[src/design/hrrn_pkg.sv]
`default_nettype none
package hrrn_pkg;

	typedef enum logic [1:0] {
		CMD_ADMIT     = 2'd0,
		CMD_REQUEUE   = 2'd1,
		CMD_DISPATCH  = 2'd2,
		CMD_BURST_END = 2'd3
	} cmd_t;

	typedef enum logic [1:0] {
		ST_OK          = 2'd0,
		ST_FULL        = 2'd1,
		ST_EMPTY       = 2'd2,
		ST_NOT_RUNNING = 2'd3
	} status_t;

	typedef enum logic [1:0] {
		REG_POLICY   = 2'd0,
		REG_WEIGHT   = 2'd1,
		REG_INIT_EST = 2'd2
	} reg_idx_t;

	typedef enum logic [2:0] {
		S_IDLE,
		S_ADMIT,
		S_SCAN_MUL,
		S_SCAN_CMP,
		S_DISP_END,
		S_BURST_MUL,
		S_BURST_SUM
	} state_t;

	localparam int unsigned EST_W    = 16;
	localparam int unsigned TIME_W   = 32;
	localparam int unsigned WEIGHT_W = 9;
	localparam int unsigned RATIO_W  = TIME_W + EST_W;
	localparam int unsigned OLD_W    = WEIGHT_W + EST_W;
	localparam int unsigned NEW_W    = WEIGHT_W + TIME_W;
	localparam int unsigned SUM_W    = NEW_W + 1;

	localparam logic [WEIGHT_W-1:0] WEIGHT_ONE = 9'd256;
	localparam logic [EST_W-1:0]    EST_MAX    = 16'hFFFF;

	typedef struct packed {
		logic [1:0]        command;
		logic [EST_W-1:0]  process_id;
		logic [EST_W-1:0]  estimate_in;
		logic [TIME_W-1:0] now_ms;
	} item_t;

	typedef struct packed {
		logic [1:0]       status;
		logic [EST_W-1:0] chosen_id;
		logic [EST_W-1:0] estimate_out;
	} result_t;

	typedef struct packed {
		logic [EST_W-1:0]  pid;
		logic [EST_W-1:0]  est;
		logic [TIME_W-1:0] ready_time;
		logic [TIME_W-1:0] order;
	} slot_t;

endpackage
`default_nettype wire

[src/design/hrrn_ram.sv]
`default_nettype none
module hrrn_ram #(
	parameter int DEPTH = 16
) (
	input  wire logic                     clk,
	input  wire logic                     we,
	input  wire logic [$clog2(DEPTH)-1:0] waddr,
	input  wire hrrn_pkg::slot_t          wdata,
	input  wire logic [$clog2(DEPTH)-1:0] raddr,
	output hrrn_pkg::slot_t               rdata
);
	import hrrn_pkg::*;

	slot_t mem [DEPTH];

	always_ff @(posedge clk) begin
		if (we) begin
			mem[waddr] <= wdata;
		end
		rdata <= mem[raddr];
	end

endmodule
`default_nettype wire

[config.mk]
export PLATFORM = sky130hd
export DESIGN_NAME = hrrn_ram
export DESIGN_NICKNAME = d
export VERILOG_FILES = /design/src/design/hrrn_pkg.sv /design/src/design/hrrn_ram.sv
export SDC_FILE = /design/constraint.sdc
export NUM_CORES = 1
export LEC_CHECK = 0
export BUFFER_PORTS_ARGS = -buffer_cell sky130_fd_sc_hd__buf_4
export CAP_MARGIN = 10
export CORE_MARGIN = 2
export CORE_UTILIZATION = 66
export DETAILED_ROUTE_END_ITERATION = 16
export GPL_ROUTABILITY_DRIVEN = 0
export HOLD_SLACK_MARGIN = 0.15
export PLACE_DENSITY = 0.81
export SLEW_MARGIN = 20
export SYNTH_ARGS = -nofsm -noshare
export SYNTH_HDL_FRONTEND = slang
export SYNTH_SLANG_ARGS = --single-unit
[constraint.sdc]
create_clock -name clk -period 22.1 [get_ports clk]
set_input_delay 3.315 -clock clk [delete_from_list [all_inputs] [get_ports clk]]
set_output_delay 3.315 -clock clk [all_outputs]
set_load 0.02 [all_outputs]
==> flow_summary.ini <==
[synth]
syn_avg_cell_area_um2 = 24.1
seq_area_frac_synth = 0.809
synth_compound_area_frac = 0.0243
synth-seq-cells = 1632
netlist_instances = 2460
synthSimpleGateAreaFrac = 0.00831
syn_nets = 2566
synth_top_area_frac = 0.777
synth-adder-area-share = 0
syn_area_um2 = 59400
yosysWarnings = 0
synth_top_cell_by_area = edfxtp_1
synthTopCellsByArea = edfxtp_1, mux4_2, dfxtp_1, a22oi_1, nand2_1
synth-xor-area-share = 0
synthMuxAreaShare = 0.146
synth_cell_type_count = 18
synth_top_family_by_area = multiplexers

[drt]
ant_nets = 0
routedWlPerCell_um = 36.3
drt_iter0_drc = 4496
drc = 0
viasPerCell = 7.11
firstDrtPassIters = 5
num_vias = 28700
totalWireLength_mm = 147

[critical_path]
endpoint = rdata[2]$_DFF_P_
startpoint_type = input pin
critPathMaxFanout = 79
crit_type = input pin to flip-flop
r2r_slack_ns = 20.63
endpoint_kind = flip-flop
worst_r2r_endpoint = rdata[49]$_DFF_P_
reg2reg_from = mem[11][49]$_DFFE_PP_
cp.arrival_ns = 7.45
startpoint = raddr[0]
reg2reg_depth = 3
required_ns = 22.73

[finish]
most-common-layout-cells = edfxtp_1, mux4_2, buf_4, a22oi_1, clkbuf_16
final_common_cell = edfxtp_1
syn2layout_area_growth_pct = 13.2
postLayoutCoreUtil = 0.757
n_fill_cell = 4101
fin_cells = 4040
layout.nets = 2846
drive_gt1_frac = 0.310

[global_route]
overflow = 0
grt_pass1_vias = 30100
antenna_found_initial = 13
grt_pass1_wl_mm = 211
grtUsageTotal = 0.324
grt_max_degree = 163

[floorplanning]
die_x_um = 304
coreArea_um2 = 88800
start_util = 0.669
dieArea_um2 = 92300
rows = 109
ios = 202
die_h_um = 304

[timing]
min_period_ns = 6.83
finalHoldViolCount = 0
timing.final.crit_share = 0.309
slew_violations = 0
grt_setup_unrepaired = false
skew_ns = 0.0194
tightestPinTransition_ns = 1.17
maxSlewHeadroom = 0.223
fmax_mhz = 146
finalSetupViolations = 0
tns_ns = 0

[pwr]
power_leakage_nw = 21.7
p_total_w = 0.00646
ir_drop_v = 0.0000804
pwr_density_cell_nw_per_um2 = 96.1

[hold_path]
hold_class = flip-flop to flip-flop
min-delay-start = mem[7][91]$_DFFE_PP_

[clocking]
ctsResizeCount = 0
postCtsSetupRepairBufs = 0
clock_latency_ns = 0.75
clkSinkCount = 1632
cts_hold_buf = 0
clockBufferDepth = 3
cts-root-buf = clkbuf_16
cts_tree = done
path_clk_slew_ns = 0.07
cts_max_level = 4
cts_buffers = 151

[outcome]
status = finished, final reports clean

[placed_design]
hpwl_mm = 64.4
port_buffers = 201
dpl.cell_count = 3752

[job]
drv_cap = 0
==> state kept, by name, summed over array words and instances, names as in the netlist <==
signal  flops
mem      1536
rdata      96
==> worst max-delay path: stages <==
cell and delay [ns]:
buf_8 0.66, buf_4 0.73, buf_4 0.82, buf_4 0.83, mux4_2 0.64, a22oi_1 0.22
nand2_1 0.11
==> synth_stat cells <==
cell type     n
buf_4        19
nand3_1       1
edfxtp_1   1536
or3b_2        1
buf_1        32
buf_6        21
nand2_1      97
mux4_2      384
nor3_1        4
dfxtp_1      96
and2_1        1
nand3b_1      2
nand2b_1      2
a22oi_1     192
nor2b_1       2
clkbuf_1     46
buf_2        11
nor2_1       13
==> metrics by stage <==
step	instance area (um2)	setup slack [ns]	hold slack, ns
4_1_cts	67200	15.13	0.675
6_report	67200	15.27	0.668
2_1_floorplan	59400	11.11	0.635
5_1_grt	67200	14.80	0.689
3_5_place_dp	62200	14.37	0.651
3_3_place_gp	62200	14.48	0.646
==> power breakdown <==
group	switching (W)	internal, W
clock	0.00112	0.00150
sequential	0.0000342	0.00346
combinational	0.000204	0.000136
total	0.00136	0.00510
==> how the worst min path moves through the flow <==
stage	cells past startpoint	slack, ns	endpoint
floorplan	3	0.63	rdata[0]$_DFF_P_
global placement	3	0.65	rdata[23]$_DFF_P_
detailed placement	3	0.65	rdata[48]$_DFF_P_
CTS	3	0.67	rdata[57]$_DFF_P_
global route	3	0.69	rdata[90]$_DFF_P_
finish	3	0.67	rdata[91]$_DFF_P_
==> routing by layer <==
layer  global-route usage  up-vias  share of wire
met1                0.424    15000           0.34
met2                0.547     2307           0.52
met4                0.119       12          0.032
li1                     -    11100              -
met3               0.0687      349           0.11
met5                    0        -        0.00048
==> cells by family after synthesis <==
family                 Yosys count
DFF                           1632
muxes                          384
AOI/OAI and AO/OA              192
buffers and inverters          129
and+or+nand+nor                123
==> layout make-up <==
cell class | count | area (um2) | area share
timing repair buffer | 256 | 1980 | 0.0294
multi-input combinational | 699 | 10700 | 0.159
antenna | 8 | 20.0 | 0.000298
sequential | 1632 | 48000 | 0.715
clock buffer | 221 | 4360 | 0.0648
tap | 1165 | 1460 | 0.0217
clock inverter | 59 | 636 | 0.00946
(Power assumes the default switching activity.)
